==> src/bliu_pkg.sv <==
// ----------------------------------------------------------------------------
// bliu_pkg
// Shared types, codes and header constants of the band line image unpacker.
// ----------------------------------------------------------------------------
package bliu_pkg;

  localparam int unsigned MaxWidth = 4096;

  // Header layout
  localparam logic [31:0] MagicHi     = 32'h48454144;  // "HEAD"
  localparam logic [15:0] MagicLo     = 16'h3734;      // "74"
  localparam logic [7:0]  HdrLen      = 8'h80;
  localparam logic [6:0]  HdrLastIdx  = 7'(HdrLen - 8'd1);
  localparam logic [6:0]  HdrMagicEnd = 7'd6;
  localparam logic [6:0]  HdrPlanes   = 7'h0a;
  localparam logic [6:0]  HdrWidthLo  = 7'h12;
  localparam logic [6:0]  HdrWidthHi  = 7'h13;
  localparam logic [6:0]  HdrHeightLo = 7'h16;
  localparam logic [6:0]  HdrHeightHi = 7'h17;

  // Result kinds
  localparam logic [1:0] KindHeader = 2'd0;
  localparam logic [1:0] KindRgb    = 2'd1;
  localparam logic [1:0] KindGray   = 2'd2;

  // Header status codes
  localparam logic [1:0] StatusOk       = 2'd0;
  localparam logic [1:0] StatusBadMagic = 2'd1;
  localparam logic [1:0] StatusTooWide  = 2'd2;

  // Plane order within a color row
  localparam logic [1:0] PlaneRed   = 2'd0;
  localparam logic [1:0] PlaneGreen = 2'd1;
  localparam logic [1:0] PlaneBlue  = 2'd2;

  typedef enum logic [2:0] {
    PhHeader = 3'b001,
    PhData   = 3'b010,
    PhDone   = 3'b100
  } phase_e;

  typedef struct packed {
    logic [7:0] data_byte;
    logic       start_of_file;
  } bliu_in_t;

  typedef struct packed {
    logic [1:0]  kind;
    logic [7:0]  red;
    logic [7:0]  green;
    logic [7:0]  blue;
    logic [7:0]  gray;
    logic [15:0] width_out;
    logic [15:0] height_out;
    logic        is_color;
    logic [1:0]  status;
    logic        final_pixel;
  } bliu_out_t;

  // Line store control from parser to store
  typedef struct packed {
    logic wr_red;
    logic wr_green;
    logic rd;
  } bliu_ls_req_t;

  function automatic logic [7:0] magic_byte(input logic [2:0] idx);
    logic [7:0] b;
    case (idx)
      3'd0:    b = MagicHi[31:24];
      3'd1:    b = MagicHi[23:16];
      3'd2:    b = MagicHi[15:8];
      3'd3:    b = MagicHi[7:0];
      3'd4:    b = MagicLo[15:8];
      3'd5:    b = MagicLo[7:0];
      default: b = 8'h00;
    endcase
    return b;
  endfunction

endpackage

==> src/bliu_parser.sv <==
// ----------------------------------------------------------------------------
// bliu_parser
// Header parse and pixel position tracking; one item per accepted byte.
// ----------------------------------------------------------------------------
module bliu_parser #(
  parameter int unsigned MAX_WIDTH = bliu_pkg::MaxWidth,
  localparam int unsigned AW = (MAX_WIDTH > 1) ? $clog2(MAX_WIDTH) : 1
) (
  input  logic                   clk_i,
  input  logic                   rst_ni,
  input  logic                   step_i,
  input  bliu_pkg::bliu_in_t     in_i,
  output logic                   res_valid_o,
  output bliu_pkg::bliu_out_t    res_o,
  output bliu_pkg::bliu_ls_req_t ls_req_o,
  output logic [AW-1:0]          ls_addr_o
);

  localparam logic [16:0] MaxWidth17 = 17'(MAX_WIDTH);

  logic [6:0]       hidx_q, hidx_e, hidx_d;
  bliu_pkg::phase_e phase_q, phase_e, phase_d;
  logic             magic_q, magic_e, magic_d;
  logic [15:0]      width_q, width_e, width_d;
  logic [15:0]      height_q, height_e, height_d;
  logic             color_q, color_e, color_d;
  logic [15:0]      col_q, col_e, col_d;
  logic [1:0]       plane_q, plane_e, plane_d;
  logic [15:0]      row_q, row_e, row_d;

  logic [7:0]  b;
  logic [1:0]  status;
  logic        last_col, last_row;

  assign b = in_i.data_byte;

  // Start of file restarts the parse for this very byte
  always_comb begin
    if (in_i.start_of_file) begin
      hidx_e   = '0;
      phase_e  = bliu_pkg::PhHeader;
      magic_e  = 1'b1;
      width_e  = '0;
      height_e = '0;
      color_e  = 1'b0;
      col_e    = '0;
      plane_e  = bliu_pkg::PlaneRed;
      row_e    = '0;
    end else begin
      hidx_e   = hidx_q;
      phase_e  = phase_q;
      magic_e  = magic_q;
      width_e  = width_q;
      height_e = height_q;
      color_e  = color_q;
      col_e    = col_q;
      plane_e  = plane_q;
      row_e    = row_q;
    end
  end

  assign last_col = (({1'b0, col_e} + 17'd1) == {1'b0, width_e});
  assign last_row = (({1'b0, row_e} + 17'd1) == {1'b0, height_e});

  always_comb begin
    hidx_d      = hidx_e;
    phase_d     = phase_e;
    magic_d     = magic_e;
    width_d     = width_e;
    height_d    = height_e;
    color_d     = color_e;
    col_d       = col_e;
    plane_d     = plane_e;
    row_d       = row_e;
    res_valid_o = 1'b0;
    res_o       = '0;
    ls_req_o    = '0;
    ls_addr_o   = col_e[AW-1:0];
    status      = bliu_pkg::StatusOk;

    case (phase_e)
      bliu_pkg::PhHeader: begin
        if (hidx_e < bliu_pkg::HdrMagicEnd && b != bliu_pkg::magic_byte(hidx_e[2:0])) begin
          magic_d = 1'b0;
        end
        if (hidx_e == bliu_pkg::HdrPlanes)   color_d = (b != 8'd1);
        if (hidx_e == bliu_pkg::HdrWidthLo)  width_d[7:0]   = b;
        if (hidx_e == bliu_pkg::HdrWidthHi)  width_d[15:8]  = b;
        if (hidx_e == bliu_pkg::HdrHeightLo) height_d[7:0]  = b;
        if (hidx_e == bliu_pkg::HdrHeightHi) height_d[15:8] = b;
        if (hidx_e != bliu_pkg::HdrLastIdx) begin
          hidx_d = hidx_e + 7'd1;
        end else begin
          if (!magic_e) begin
            status = bliu_pkg::StatusBadMagic;
          end else if (color_e && ({1'b0, width_e} > MaxWidth17)) begin
            status = bliu_pkg::StatusTooWide;
          end
          res_valid_o  = 1'b1;
          res_o.kind   = bliu_pkg::KindHeader;
          res_o.status = status;
          if (status != bliu_pkg::StatusBadMagic) begin
            res_o.width_out  = width_e;
            res_o.height_out = height_e;
            res_o.is_color   = color_e;
          end
          col_d   = '0;
          plane_d = bliu_pkg::PlaneRed;
          row_d   = '0;
          if (status != bliu_pkg::StatusOk || width_e == '0 || height_e == '0) begin
            phase_d = bliu_pkg::PhDone;
          end else begin
            phase_d = bliu_pkg::PhData;
          end
        end
      end

      bliu_pkg::PhData: begin
        if (!color_e) begin
          res_valid_o = 1'b1;
          res_o.kind  = bliu_pkg::KindGray;
          res_o.gray  = b;
          if (last_col && last_row) begin
            res_o.final_pixel = 1'b1;
            phase_d           = bliu_pkg::PhDone;
          end
          if (last_col) begin
            col_d = '0;
            row_d = row_e + 16'd1;
          end else begin
            col_d = col_e + 16'd1;
          end
        end else if ({1'b0, col_e} >= MaxWidth17) begin
          phase_d = bliu_pkg::PhDone;
        end else begin
          if (plane_e == bliu_pkg::PlaneRed) begin
            ls_req_o.wr_red = 1'b1;
          end else if (plane_e == bliu_pkg::PlaneGreen) begin
            ls_req_o.wr_green = 1'b1;
          end else begin
            ls_req_o.rd = 1'b1;
            res_valid_o = 1'b1;
            res_o.kind  = bliu_pkg::KindRgb;
            res_o.blue  = b;
            if (last_col && last_row) begin
              res_o.final_pixel = 1'b1;
              phase_d           = bliu_pkg::PhDone;
            end
          end
          if (last_col) begin
            col_d = '0;
            if (plane_e >= bliu_pkg::PlaneBlue) begin
              plane_d = bliu_pkg::PlaneRed;
              row_d   = row_e + 16'd1;
            end else begin
              plane_d = plane_e + 2'd1;
            end
          end else begin
            col_d = col_e + 16'd1;
          end
        end
      end

      default: begin
        // Past the image end or after an error: drop
      end
    endcase

    // Touch the line store only for an accepted item; hold read data otherwise
    if (!step_i) begin
      ls_req_o = '0;
    end
  end

  always_ff @(posedge clk_i or negedge rst_ni) begin
    if (!rst_ni) begin
      hidx_q   <= '0;
      phase_q  <= bliu_pkg::PhHeader;
      magic_q  <= 1'b1;
      width_q  <= '0;
      height_q <= '0;
      color_q  <= 1'b0;
      col_q    <= '0;
      plane_q  <= bliu_pkg::PlaneRed;
      row_q    <= '0;
    end else if (step_i) begin
      hidx_q   <= hidx_d;
      phase_q  <= phase_d;
      magic_q  <= magic_d;
      width_q  <= width_d;
      height_q <= height_d;
      color_q  <= color_d;
      col_q    <= col_d;
      plane_q  <= plane_d;
      row_q    <= row_d;
    end
  end

endmodule

==> config.mk <==
export PLATFORM = sky130hd
export DESIGN_NAME = bliu_parser
export DESIGN_NICKNAME = d
export VERILOG_FILES = /design/src/bliu_pkg.sv /design/src/bliu_parser.sv
export SDC_FILE = /design/constraint.sdc
export NUM_CORES = 1
export LEC_CHECK = 0
export BUFFER_PORTS_ARGS = -buffer_cell sky130_fd_sc_hd__clkbuf_2
export CAP_MARGIN = 0
export CORE_MARGIN = 5
export CORE_UTILIZATION = 54
export CTS_BUF_LIST = sky130_fd_sc_hd__clkbuf_4
export CTS_CLUSTER_DIAMETER = 80
export DETAILED_ROUTE_END_ITERATION = 16
export GPL_TIMING_DRIVEN = 0
export PLACE_DENSITY = 0.77
export SLEW_MARGIN = 5
export SYNTH_ARGS = -nofsm -noshare
export SYNTH_HDL_FRONTEND = slang
export SYNTH_SLANG_ARGS = --single-unit
==> constraint.sdc <==
create_clock -name clk_i -period 5.55 [get_ports clk_i]
set_input_delay 1.11 -clock clk_i [delete_from_list [all_inputs] [get_ports clk_i]]
set_output_delay 1.11 -clock clk_i [all_outputs]
set_load 0.005 [all_outputs]
### Yosys cells after proc, flatten, opt, wreduce, memory -nomap -nowiden

Index checks and enable logic that the tools add are counted.

* register bits after elaboration: 78
* output and inout port bits: 86
* word-level logic and storage cells: 134

* add/sub/neg operators: 6
* $lt $le $gt $ge: 4
* equal/unequal tests: 19
* muxes and demuxes: 86
* reduce and logical (&&, ||, !) cells: 10

Operator list (number)
* $mux 16: 17
* $mux 8: 10
* $mux 35: 2
* $pmux 16 s2: 2
* $pmux 7 s6: 1
* $mux 3: 12
* $add 16x1->17 const B: 2
* $eq 17x16->1: 2
* $mux 33: 1
* $add 16x1->16 const B: 2
* $logic_not 16->1: 2
* $eq 7x5->1 const B: 4
* $mux 2: 13
* $mux 1: 22
* $mux 7: 3
* $ge 16x13->1 const B: 1
* $gt 16x13->1 const B: 1
* $eq 3x2->1 const B: 3
* $ne 8x1->1 const B: 1
* $ne 8x8->1: 1
* $add 7x1->7 const B: 1
* $eq 7x4->1 const B: 1
* $lt 7x3->1 const B: 1
* $ne 7x7->1 const B: 1
* other kinds (14): 19

### Longest topological paths before layout

Gate-level depths: netlist of run 1.

* depth in word-level cells: 13
* depth in mapped cells: 19
* depth with buffers taken out: 13

### Worst setup path after synthesis of run 1

No wires, ideal clock.

* path kind: input to output
* from: input port in_i[0] (netlist name)
* to: output port res_o[0] (netlist name)
* arrival: 4.485 ns
* setup slack: -0.045 ns
* stages: 16
* path buffers: 5
* path through: buf_2 > buf_2 > clkbuf_1 > clkbuf_1 > buf_1 > nor2b_1 > inv_1 > ha_1 > xor2_1 > a2111oi_4 > nand3_1 > nor4b_4 > o2111ai_1 > nor4_1 > nand4_1 > nor2_1

RTL lines
* from (decl): line bliu_parser.sv:12 `input bliu_pkg::bliu_in_t in_i,`
* to (decl): line bliu_parser.sv:14 `output bliu_pkg::bliu_out_t res_o,`

==> results of run 1 <==
sequential cells by signal, summed over array words and instances (netlist names):
signal and count:
plane_q 2, color_q 1, col_q 16, phase_q 3
row_q 16, magic_q 1, height_q 16, width_q 16
hidx_q 7
power breakdown:
group	switching, uW	leakage, uW	total, uW	internal, uW
Combinational	103	0.00224	162	59.1
Sequential	9.69	0.00108	587	578
Clock	243	0.0000806	426	184
cell usage after synthesis, drive strengths merged (3+ instances only):
cell type / n / area share (%)
a31oi: 8 / 0.80
and4: 3 / 0.42
nor4b: 3 / 0.66
nor4: 26 / 3.8
nor3: 25 / 2.3
o32ai: 3 / 0.42
o221ai: 3 / 0.42
and2: 21 / 2.1
o22a: 3 / 0.42
nand4: 12 / 1.2
clkbuf: 30 / 1.8
inv: 12 / 0.72
ha: 8 / 1.6
and3: 38 / 3.8
nand2b: 3 / 0.30
o211ai: 8 / 1.0
nor2: 61 / 3.8
mux2i: 7 / 1.1
xor2: 18 / 2.5
and4b: 4 / 0.64
o21a: 4 / 0.48
dfrtp: 76 / 30
a21oi: 32 / 2.6
o311ai: 3 / 0.42
buf: 34 / 3.5
or3: 5 / 0.50
xnor2: 39 / 5.5
or4: 3 / 0.42
a21o: 3 / 0.36
nor3b: 3 / 0.36
nor2b: 22 / 2.2
o31ai: 6 / 0.72
nand3: 28 / 2.3
a22o: 36 / 5.1
nand2: 71 / 4.3
mux2: 4 / 0.78
o21ai: 41 / 3.5
nand4b: 5 / 0.94
a2111oi: 4 / 0.86
per-stage QoR:
stage / worst slack, ns / setup TNS, ns / cells / utilization [%]
after CTS: 0.02219 / 0 / 1003 / 63.62
after floorplan: 0.02794 / 0 / 759 / -
final: 0.02796 / 0 / 1020 / 65.51
after global routing: -0.05394 / -0.05394 / 1020 / 65.51
after detailed placement: -1.735 / -26.11 / 980 / 60.58
after global placement: -1.684 / -22.84 / 979 / 60.32
final timing paths:
path                               to  cells after the start  slack [ns]
max                          res_o[0]                     18        0.03
max reg2reg                  col_q[6]                     13        1.88
min                          col_q[1]                      1        0.55
min in group clk_i         plane_q[0]                      1        0.55
min reg2reg                plane_q[0]                      1        0.55
max in group asynchronous  phase_q[0]                      2        4.34
repair_timing:
item,4_1_cts,5_1_grt
pin swaps,10,7
gates resized for setup,31,21
setup endpoints to repair,54,23
hold buffers,0,0
buffers inserted,8,16
worst max-delay path, stage by stage:
cell and delay [ns]:
sky130_fd_sc_hd__buf_4 0.13, sky130_fd_sc_hd__buf_8 0.14, sky130_fd_sc_hd__buf_12 0.12, sky130_fd_sc_hd__buf_12 0.12
sky130_fd_sc_hd__buf_12 0.13, sky130_fd_sc_hd__buf_12 0.12, sky130_fd_sc_hd__nor2b_4 0.15, sky130_fd_sc_hd__inv_2 0.06
sky130_fd_sc_hd__ha_4 0.22, sky130_fd_sc_hd__xor2_2 0.15, sky130_fd_sc_hd__a2111oi_4 0.36, sky130_fd_sc_hd__nand3_2 0.17
sky130_fd_sc_hd__nor4b_4 0.36, sky130_fd_sc_hd__o2111ai_2 0.21, sky130_fd_sc_hd__nor4_4 0.37, sky130_fd_sc_hd__nand4_1 0.17
sky130_fd_sc_hd__nor2_2 0.15, sky130_fd_sc_hd__clkbuf_2 0.13
logic make-up after synthesis:
kind of cell    share of synthesized area [%]
fa+ha+maj                               1.605
xor+xnor                                8.006
simple gates                            30.54
buf+inv                                 6.059
other cells                           0.06013
flops                                   31.34
mux                                     1.906
compound gates                          20.49
cells in the final DEF, fill, tap and decap left out, types with 4 or more instances in the layout:
master                     instances
sky130_fd_sc_hd__xor2_1           17
sky130_fd_sc_hd__or3_1             5
sky130_fd_sc_hd__nand4_1          12
sky130_fd_sc_hd__nor2_1           58
sky130_fd_sc_hd__nor4_1           17
sky130_fd_sc_hd__a31oi_1           8
sky130_fd_sc_hd__a21oi_1          31
sky130_fd_sc_hd__ha_1              5
sky130_fd_sc_hd__a22o_1           36
sky130_fd_sc_hd__buf_12            6
sky130_fd_sc_hd__and2_1           20
sky130_fd_sc_hd__o21ai_1          22
sky130_fd_sc_hd__clkbuf_2         78
sky130_fd_sc_hd__nand3_1          26
sky130_fd_sc_hd__buf_4            42
sky130_fd_sc_hd__nor2b_1          21
sky130_fd_sc_hd__and4b_1           4
sky130_fd_sc_hd__o211ai_1          7
sky130_fd_sc_hd__buf_2            10
sky130_fd_sc_hd__nand4b_1          4
sky130_fd_sc_hd__nor4_4            6
sky130_fd_sc_hd__and3_1           38
sky130_fd_sc_hd__o21a_1            4
sky130_fd_sc_hd__nor3_1           21
sky130_fd_sc_hd__xnor2_1          39
sky130_fd_sc_hd__mux2i_1           7
sky130_fd_sc_hd__clkbuf_4         11
sky130_fd_sc_hd__o31ai_1           6
sky130_fd_sc_hd__conb_1           16
sky130_fd_sc_hd__nand2_1          69
sky130_fd_sc_hd__inv_1            10
sky130_fd_sc_hd__nor3_2            4
sky130_fd_sc_hd__clkbuf_1         23
sky130_fd_sc_hd__o21ai_0          18
sky130_fd_sc_hd__dfrtp_1          76
final cells by class:
cell class	instances	area, um^2	share of cell area (%)
flip-flops and latches	78	1954	26.24
well taps	143	178.9	2.402
diodes	1	2.502	0.03360
multi-input cells	605	4065	54.58
inverters	12	48.80	0.6551
clock inverters	7	96.34	1.293
repair buffers	102	623.1	8.366
clock buffers	9	67.56	0.9071
plain buffers	63	411.6	5.527
per-layer routing:
metal / track usage [%] / up-vias / wire length [um]
li1: - / 2960 / -
met1: 45.22 / 3221 / 9235
met2: 45.93 / 422 / 10010
met3: 5.190 / 63 / 2241
met4: 11.83 / 0 / 660
met5: 0 / - / 0
==> Implementation_results.wiki, run 1 <==
{| class="wikitable"
! Metric !! Value
|-
| Smallest hold slack || around 0.55 ns
|-
| Average footprint of a synthesized cell || ~8.4 um^2
|-
| Wire length of the first global-routing pass || ~35000 um
|-
| Growth of design area from synthesis to finish || 19.44%
|-
| Vertical extent of the die || between 100 and 150 um
|-
| Overall overflow remaining after global route || 0
|-
| CTS Root Buffer Type || sky130_fd_sc_hd__clkbuf_4
|-
| Crit path capture type || output port
|-
| Crit path launch || in_i[0]
|-
| Post-synthesis sequential element count || roughly 80
|-
| Global placement routability congestion || approximately 0.97
|-
| Critical path start-end classification || in2out
|-
| Lkg Pwr || 0.003394 uW
|-
| Total wire length || ~22000 um
|-
| Largest buffer count on any clock path || 2
|-
| DRT Pass-1 Iters || 5
|-
| Vias after detailed routing || 6666
|-
| Die span in x || 117.5 um
|-
| Transition time of the tightest slew-check pin || 1.210 ns
|-
| Startpoint kind of the worst setup timing path || input port
|-
| Initial antenna violation count || 1
|-
| Port buffer count || a little under 80
|-
| CTS H-tree depth || 3
|-
| HPWL reported at the end of detailed placement || about 16000 um
|-
| Power after layout || 1176 uW
|-
| Top-level I/O count || 98
|-
| Setup-failing EPs final || 0
|-
| Areal power density over the cells || about 160 nW/um^2
|-
| TritonCTS clock tree || yes
|-
| Sequential share of the synthesized area || between 30% and 40%
|-
| Initial core utilization || a little over half
|-
| Final routed DRC violation total || 0
|-
| Highest net fanout along the worst path || 6
|-
| Hold violation count in the final report || 0
|-
| Highest attainable clock frequency || between 0.15 and 0.2 GHz
|-
| Number of buffers created by CTS || 9
|-
| Filler cells || between 900 and 1000
|-
| Yosys synthesis warning count || 0
|-
| Clock sink count || 78
|-
| Max-capacitance violation count || 0
|-
| Data arrival time of the worst path || 4.41 ns
|-
| Remaining antenna violation count || 0
|-
| Core Region || roughly 11000 um^2
|-
| Post-placement cell area || approximately 7000 um^2
|-
| Vias per inst || 6.535
|-
| Clock insertion delay at the later pin of the skew report || 0.49 ns
|-
| Average routed wire per standard cell || ~22 um
|-
| Die area || 13800 um^2
|-
| Clock tree skew after final layout || around 0.027 ns
|-
| Count of pins over their slew limit || 0
|-
| Synth cell types || 82
|-
| Number of synthesized flops with an enable pin || 0
|-
| Worst hold path type || in2async
|-
| Final critical path time including I/O delays and setup || 5.522 ns
|-
| Largest net degree at the start of global routing || 54
|-
| Primary flip-flop cell chosen by synthesis mapping || sky130_fd_sc_hd__dfrtp_1
|-
| Worst R2R Start || col_q[0]
|-
| Normalized max-slew margin || 18.59%
|-
| Post-synthesis instance area || between 6000 and 7000 um^2
|-
| Number of violations reported at the end of detailed-routing iteration 0 || between 700 and 800
|-
| Number of core rows || 39
|-
| Design Area, Final || approximately 7400 um^2
|-
| Setup repair after global routing missed its margin || true
|-
| Share of cells above drive strength 1 || 22.95%
|-
| Data required time of the critical path || between 4 and 5 ns
|-
| Vias in the first global route || 6147
|-
| Clock transition time at the flip-flop clock pins of the worst setup and hold paths || 0.16 ns
|-
| Part of the cycle the worst path needs || between 90 and 100%
|-
| Fin nets || ~890
|-
| Worst supply voltage drop on vdd || 0.0001872 V
|-
| Overall Global Routing Usage || 30.99%
|-
| Post-synthesis instance total || around 740
|-
| Post-synthesis async set-or-reset flop share || 100.0%
|-
| Result of the run || finished, final reports clean
|}
Power figures use the tool's default switching activity.
==> run 2, diff against run 1 <==
- BUFFER_PORTS_ARGS: -buffer_cell sky130_fd_sc_hd__clkbuf_2 -> -buffer_cell sky130_fd_sc_hd__buf_2
==> run 2 against run 1 <==
Clock skew down 0.0065 ns. Global-route usage decreased by 0.24 points. Sequential power barely moved. Core utilization is 0.24 points lower. Clock power is essentially flat. Combinational power fell by 6%. Non-clock buffer count grew 1. Via count is 0.72% lower. Worst setup slack better by 0.093 ns. Sequential cell count unchanged. Critical path type is now in2reg. Critical endpoint is now phase_q[1]. Largest cell class unchanged. Largest power group unchanged.
==> Implementation_results.wiki, run 2 (same netlist as run 1, synthesis figures left out) <==
{| class="wikitable"
! Metric !! Value
|-
| Remaining antenna violation count || 0 (unchanged)
|-
| Vertical extent of the die || 117.5 um (unchanged)
|-
| Total wire length || 21680 um (was 22150 um)
|-
| Number of violations reported at the end of detailed-routing iteration 0 || 666 (was 715)
|-
| DR WL met3 || 1991 um (was 2241 um)
|-
| Setup repair after global routing missed its margin || false (was true)
|-
| Top-level I/O count || 98 (unchanged)
|-
| Normalized max-slew margin || 20.03% (was 18.59%)
|-
| Number of core rows || 39 (unchanged)
|-
| Clock transition time at the flip-flop clock pins of the worst setup and hold paths || 0.14 ns (was 0.16 ns)
|-
| Setup-failing EPs final || 0 (unchanged)
|-
| Fraction of the core area covered by cells at the end of the flow || 65.27% (was 65.51%)
|-
| Final instance count without filler cells || 1019 (was 1020)
|-
| Vias in the first global route || 6288 (was 6147)
|-
| Initial antenna violation count || 0 (was 1)
|-
| FF-to-FF setup slack || 0.81 ns (was 1.88 ns)
|-
| Transition time of the tightest slew-check pin || 1.189 ns (was 1.210 ns)
|-
| Clock insertion delay at the later pin of the skew report || 0.48 ns (was 0.49 ns)
|-
| Most numerous cell on the critical path || sky130_fd_sc_hd__buf_4 (was sky130_fd_sc_hd__buf_12)
|-
| Startpoint kind of the worst setup timing path || input port (unchanged)
|-
| Wire length of the first global-routing pass || 34570 um (was 34770 um)
|-
| Crit path capture type || flip-flop (was output port)
|-
| Critical path start-end classification || in2reg (was in2out)
|-
| Overall Global Routing Usage || 30.74% (was 30.99%)
|-
| Overall overflow remaining after global route || 0 (unchanged)
|-
| Cell count after placement || 980 (unchanged)
|-
| Smallest hold slack || 0.5251 ns (was 0.5474 ns)
|-
| Fin nets || 892 (was 891)
|-
| Core Region || 11370 um^2 (unchanged)
|-
| CTS Root Buffer Type || sky130_fd_sc_hd__clkbuf_4 (unchanged)
|-
| Uppermost signal routing layer after detailed routing || met4 (unchanged)
|-
| Worst supply voltage drop on vdd || 0.0001733 V (was 0.0001872 V)
|-
| Clock sink count || 78 (unchanged)
|-
| Cell family with the largest share of critical-path delay || buffers and inverters (was simple AND/OR/NAND/NOR gates)
|-
| Data arrival time of the worst path || 5.80 ns (was 4.41 ns)
|-
| DRT Pass-1 Iters || 5 (unchanged)
|-
| Highest net fanout along the worst path || 14 (was 6)
|-
| Highest attainable clock frequency || 0.1842 GHz (was 0.1811 GHz)
|-
| Vias per inst || 6.495 (was 6.535)
|-
| Max-capacitance violation count || 0 (unchanged)
|-
| Final critical path time including I/O delays and setup || 5.429 ns (was 5.522 ns)
|-
| HPWL reported at the end of detailed placement || 15830 um (was 15720 um)
|-
| Buf/Inv on CP || 18 (was 8)
|-
| Areal power density over the cells || 157.3 nW/um^2 (was 157.9 nW/um^2)
|-
| Clock tree skew after final layout || 0.02030 ns (was 0.02677 ns)
|-
| Worst R2R Start || col_q[0] (unchanged)
|-
| Initial core utilization || 54.85% (unchanged)
|-
| Hold violation count in the final report || 0 (unchanged)
|-
| CTS H-tree depth || 3 (unchanged)
|-
| Hold-fix buffers, CTS || 0 (unchanged)
|-
| Data required time of the critical path || 5.92 ns (was 4.44 ns)
|-
| TritonCTS clock tree || yes (unchanged)
|-
| Global placement routability congestion || 0.9648 (was 0.9653)
|-
| Highest cell delay on the worst timing path || 0.40 ns (was 0.37 ns)
|-
| Power after layout || 1167 uW (was 1176 uW)
|-
| Antenna diode instance count || 0 (was 1)
|-
| Wl on met1 || 9354 um (was 9235 um)
|-
| Final routed DRC violation total || 0 (unchanged)
|-
| Vias after detailed routing || 6618 (was 6666)
|-
| Length of routed met2 wiring || 9751 um (was 10010 um)
|-
| Worst hold path type || in2async (unchanged)
|-
| Growth of design area from synthesis to finish || 19.00% (was 19.44%)
|-
| Share of cells above drive strength 1 || 23.06% (was 22.95%)
|-
| Port buffer count || 77 (unchanged)
|-
| Crit path launch || in_i[0] (unchanged)
|-
| Commonest non-fill, non-tap cell in the layout || sky130_fd_sc_hd__buf_2 (was sky130_fd_sc_hd__clkbuf_2)
|-
| Result of the run || finished, final reports clean (unchanged)
|-
| Count of pins over their slew limit || 0 (unchanged)
|-
| Slowest stage cell on the critical path || sky130_fd_sc_hd__nor4_2 (was sky130_fd_sc_hd__nor4_4)
|-
| Die span in x || 117.5 um (unchanged)
|-
| Number of buffers created by CTS || 9 (unchanged)
|-
| Top library cells by usage in the layout, fill and taps aside || sky130_fd_sc_hd__buf_2 (85), sky130_fd_sc_hd__dfrtp_1 (76), sky130_fd_sc_hd__nand2_1 (68) (was sky130_fd_sc_hd__clkbuf_2 (78), sky130_fd_sc_hd__dfrtp_1 (76), sky130_fd_sc_hd__nand2_1 (69))
|-
| Largest net degree at the start of global routing || 56 (was 54)
|-
| Lkg Pwr || 0.003470 uW (was 0.003394 uW)
|-
| Part of the cycle the worst path needs || 97.82% (was 99.50%)
|-
| Die area || 13800 um^2 (unchanged)
|-
| Average routed wire per standard cell || 21.28 um (was 21.71 um)
|-
| Largest buffer count on any clock path || 2 (unchanged)
|}
==> run 2: routing by layer <==
metal | global-route usage (%) | vias up
met4 | 11.25 | 0
met2 | 46.78 | 397
met1 | 43.43 | 3198
li1 | - | 2968
met5 | 0 | -
met3 | 6.103 | 55
==> run 2: path summary, 6_finish.rpt <==
check | end | cells past startpoint
worst max-delay path | phase_q[1] | 29
worst min-delay path | width_q[7] | 1
worst max register to register | phase_q[1] | 27
worst min register to register | hidx_q[1] | 1
max in group asynchronous | phase_q[0] | 2
min in group clk_i | hidx_q[1] | 1
==> run 2: layout make-up <==
cell class                      count  area (um^2)
Multi-Input combinational cell    605         4081
Fill cell                         962         3949
Sequential cell                    78         1954
Timing Repair Buffer              105        624.3
Buffer                             61        370.4
Tap cell                          143        178.9
Clock inverter                      6        95.09
Clock buffer                        9        67.56
Inverter                           12        48.80
==> run 2: metrics by stage <==
| stage | setup TNS (ns) | instance area, um^2 | worst slack (ns) |
|---|---|---|---|
| 6_report | 0 | 7421 | 0.1211 |
| 5_1_grt | 0 | 7421 | 0.01080 |
| 4_1_cts | 0 | 7327 | 0.005770 |
| 3_5_place_dp | -25.32 | 6888 | -1.661 |
| 3_3_place_gp | -22.04 | 6858 | -1.626 |
| 2_1_floorplan | 0 | 6294 | 0.02794 |
==> run 2: report_power, final <==
| group | total [uW] | internal (uW) | switching (uW) | leakage [uW] |
|---|---|---|---|---|
| Sequential | 588 | 578 | 10.1 | 0.00108 |
| Clock | 427 | 185 | 242 | 0.0000870 |
| Combinational | 153 | 52.2 | 100 | 0.00231 |
==> run 2: repair_timing <==
action                     4_1_cts  5_1_grt
gates cloned                     0        0
setup endpoints to repair       53       27
pin swaps                       10        6
buffers inserted                19        8
gates resized for setup         33       12
==> run 3, diff against run 2 <==
- CORE_ASPECT_RATIO: not set -> 1.4
==> run 3 against run 2 <==
Die area rose by 0.22%. Maximum frequency fell by 1.2%. Non-clock buffer count rose by 3. Critical path depth fell by 10. Critical path type is now in2out. Highest routed layer unchanged.
==> Implementation_results.wiki, run 3 (same netlist as run 1, synthesis figures left out) <==
{| class="wikitable"
! Metric !! Value
|-
| Die span in x || 100.8 um (was 117.5 um)
|-
| Area of the multi-input gates || 4114 um^2 (was 4081 um^2)
|-
| Commonest non-fill, non-tap cell in the layout || sky130_fd_sc_hd__buf_2 (unchanged)
|-
| Global placement routability congestion || 1.002 (was 0.9648)
|-
| Count of pins over their slew limit || 0 (unchanged)
|-
| Core Region || 11340 um^2 (was 11370 um^2)
|-
| Top library cells by usage in the layout, fill and taps aside || sky130_fd_sc_hd__buf_2 (85), sky130_fd_sc_hd__dfrtp_1 (76), sky130_fd_sc_hd__nand2_1 (69) (was sky130_fd_sc_hd__buf_2 (85), sky130_fd_sc_hd__dfrtp_1 (76), sky130_fd_sc_hd__nand2_1 (68))
|-
| Setup repair after global routing missed its margin || true (was false)
|-
| Highest attainable clock frequency || 0.1819 GHz (was 0.1842 GHz)
|-
| Port buffer count || 77 (unchanged)
|-
| Startpoint kind of the worst setup timing path || input port (unchanged)
|-
| Data required time of the critical path || 4.44 ns (was 5.92 ns)
|-
| Slowest stage cell on the critical path || sky130_fd_sc_hd__a2111oi_4 (was sky130_fd_sc_hd__nor4_2)
|-
| Data arrival time of the worst path || 4.39 ns (was 5.80 ns)
|-
| Share of cells above drive strength 1 || 23.52% (was 23.06%)
|-
| Largest buffer count on any clock path || 2 (unchanged)
|-
| Final routed DRC violation total || 0 (unchanged)
|-
| Average routed wire per standard cell || 22.81 um (was 21.28 um)
|-
| Clock sink count || 78 (unchanged)
|-
| Highest cell delay on the worst timing path || 0.32 ns (was 0.40 ns)
|-
| Clock transition time at the flip-flop clock pins of the worst setup and hold paths || 0.16 ns (was 0.14 ns)
|-
| Worst supply voltage drop on vdd || 0.0001189 V (was 0.0001733 V)
|-
| Max-capacitance violation count || 0 (unchanged)
|-
| Vertical extent of the die || 137.2 um (was 117.5 um)
|-
| TritonCTS clock tree || yes (unchanged)
|-
| Wire length of the first global-routing pass || 35420 um (was 34570 um)
|-
| CTS H-tree depth || 3 (unchanged)
|-
| Filler cells || 966 (was 962)
|-
| Number of violations reported at the end of detailed-routing iteration 0 || 663 (was 666)
|-
| Largest net degree at the start of global routing || 55 (was 56)
|-
| Total wire length || 23380 um (was 21680 um)
|-
| Initial antenna violation count || 0 (unchanged)
|-
| Highest net fanout along the worst path || 8 (was 14)
|-
| Transition time of the tightest slew-check pin || 1.243 ns (was 1.189 ns)
|-
| Remaining antenna violation count || 0 (unchanged)
|-
| HPWL reported at the end of detailed placement || 16730 um (was 15830 um)
|-
| DRT Pass-1 Iters || 6 (was 5)
|-
| Fin nets || 895 (was 892)
|-
| Final critical path time including I/O delays and setup || 5.497 ns (was 5.429 ns)
|-
| Final instance count without filler cells || 1025 (was 1019)
|-
| CTS Root Buffer Type || sky130_fd_sc_hd__clkbuf_4 (unchanged)
|-
| Number of core rows || 46 (was 39)
|-
| Critical path start-end classification || in2out (was in2reg)
|-
| Reg-to-Reg End || col_q[11] (was phase_q[1])
|-
| Vias per inst || 6.563 (was 6.495)
|-
| Depth of the most critical reg-to-reg path || 13 (was 27)
|-
| Clock tree skew after final layout || 0.02403 ns (was 0.02030 ns)
|-
| Sequential cell area || 1954 um^2 (unchanged)
|-
| FF-to-FF setup slack || 1.82 ns (was 0.81 ns)
|-
| Vias after detailed routing || 6727 (was 6618)
|-
| Worst hold path type || in2async (unchanged)
|-
| Most numerous cell on the critical path || sky130_fd_sc_hd__buf_12 (was sky130_fd_sc_hd__buf_4)
|-
| Areal power density over the cells || 162.2 nW/um^2 (was 157.3 nW/um^2)
|-
| Cell count after placement || 981 (was 980)
|-
| Overall overflow remaining after global route || 0 (unchanged)
|-
| Die area || 13830 um^2 (was 13800 um^2)
|-
| Growth of design area from synthesis to finish || 20.93% (was 19.00%)
|-
| Worst R2R Start || col_q[0] (unchanged)
|-
| Clock insertion delay at the later pin of the skew report || 0.49 ns (was 0.48 ns)
|-
| Crit path capture type || output port (was flip-flop)
|-
| Pre-CTS WS || -1.723 ns (was -1.661 ns)
|-
| Overall Global Routing Usage || 33.22% (was 30.74%)
|-
| Setup ws final || 0.05252 ns (was 0.1211 ns)
|-
| Top-level I/O count || 98 (unchanged)
|-
| Cell Chain, Critical Path || buf_8 > buf_12 > buf_12 > buf_12 > buf_12 > buf_12 > nor2b_4 > inv_2 > ha_4 > xor2_4 > a2111oi_4 > nand3_2 > nor4b_4 > buf_4 > o2111ai_4 > nor4_4 > nand4_1 > nor2_1 > buf_2
|-
| Part of the cycle the worst path needs || 99.05% (was 97.82%)
|-
| Hold violation count in the final report || 0 (unchanged)
|-
| Number of buffers created by CTS || 9 (unchanged)
|-
| Normalized max-slew margin || 16.35% (was 20.03%)
|-
| Initial core utilization || 55.00% (was 54.85%)
|-
| Result of the run || finished, final reports clean (unchanged)
|-
| Setup-failing EPs final || 0 (unchanged)
|-
| Lkg Pwr || 0.003495 uW (was 0.003470 uW)
|-
| Hold-fix buffers, CTS || 0 (unchanged)
|-
| Vias in the first global route || 6364 (was 6288)
|}
==> run 3: changes by cell type in the layout (fill, tap and decap cells not counted), sizes merged <==
cell	change
buf	+3
bufinv	+1
clkinv	-1
clkinvlp	+1
diode	+1
==> run 3: how the worst max path moves through the flow <==
stage | start | end | slack [ns]
floorplan | in_i[0] | res_o[0] | 0.03
global placement | in_i[0] | res_o[0] | -1.76
detailed placement | in_i[0] | res_o[0] | -1.72
CTS | in_i[0] | res_o[0] | 0.009
global route | in_i[0] | res_o[0] | -0.01
finish | in_i[0] | res_o[0] | 0.05
==> run 3: worst max-delay path: cells and delay by family <==
kind / cells / cell delay [ns]
AND/OR/NAND/NOR: 6 / 1.22
buffers and inverters: 9 / 1.12
AO/OA/AOI/OAI: 2 / 0.50
adder cells (fa/ha/maj): 1 / 0.26
XOR/XNOR: 1 / 0.16
==> run 3: per-stage QoR <==
stage	util [%]	cell area, um^2	hold WS [ns]	power (uW)	setup TNS [ns]
after floorplan	-	6294	0.4726	681.8	0
after global placement	60.49	6859	0.4883	733.7	-27.75
after detailed placement	60.76	6889	0.4939	740.1	-30.38
after CTS	63.92	7247	0.5239	1199	0
after global routing	66.49	7538	0.5332	1256	-0.01441
final	66.51	7541	0.5182	1223	0
==> run 3: what timing repair did <==
item,in CTS,in global routing
setup endpoints to repair,69,22
buffers inserted,6,22
gates resized for setup,31,29
pin swaps,8,9
==> run 3: layout make-up <==
cell class              instances  share of cell area (%)
multi-input cells             605                   54.55
flip-flops and latches         78                   25.92
repair buffers                106                   8.429
clock inverters                 7                   1.576
plain buffers                  63                   5.558
well taps                     144                   2.389
diodes                          1                 0.03318
inverters                      12                  0.6471
clock buffers                   9                  0.8960
==> run 3: power by group <==
part	internal [uW]	total, uW	switching (uW)	leakage [uW]
Combinational	61.4	167	106	0.00232
Clock	229	468	239	0.0000946
Sequential	578	588	9.97	0.00108
==> run 3: per-layer routing <==
layer | global-route usage [%] | vias up | part of all wire [%]
met5 | 0 | - | 0
met4 | 16.25 | 0 | 5.3
met3 | 5.354 | 109 | 8.0
met2 | 56.78 | 415 | 49
met1 | 40.17 | 3233 | 38
li1 | - | 2970 | -
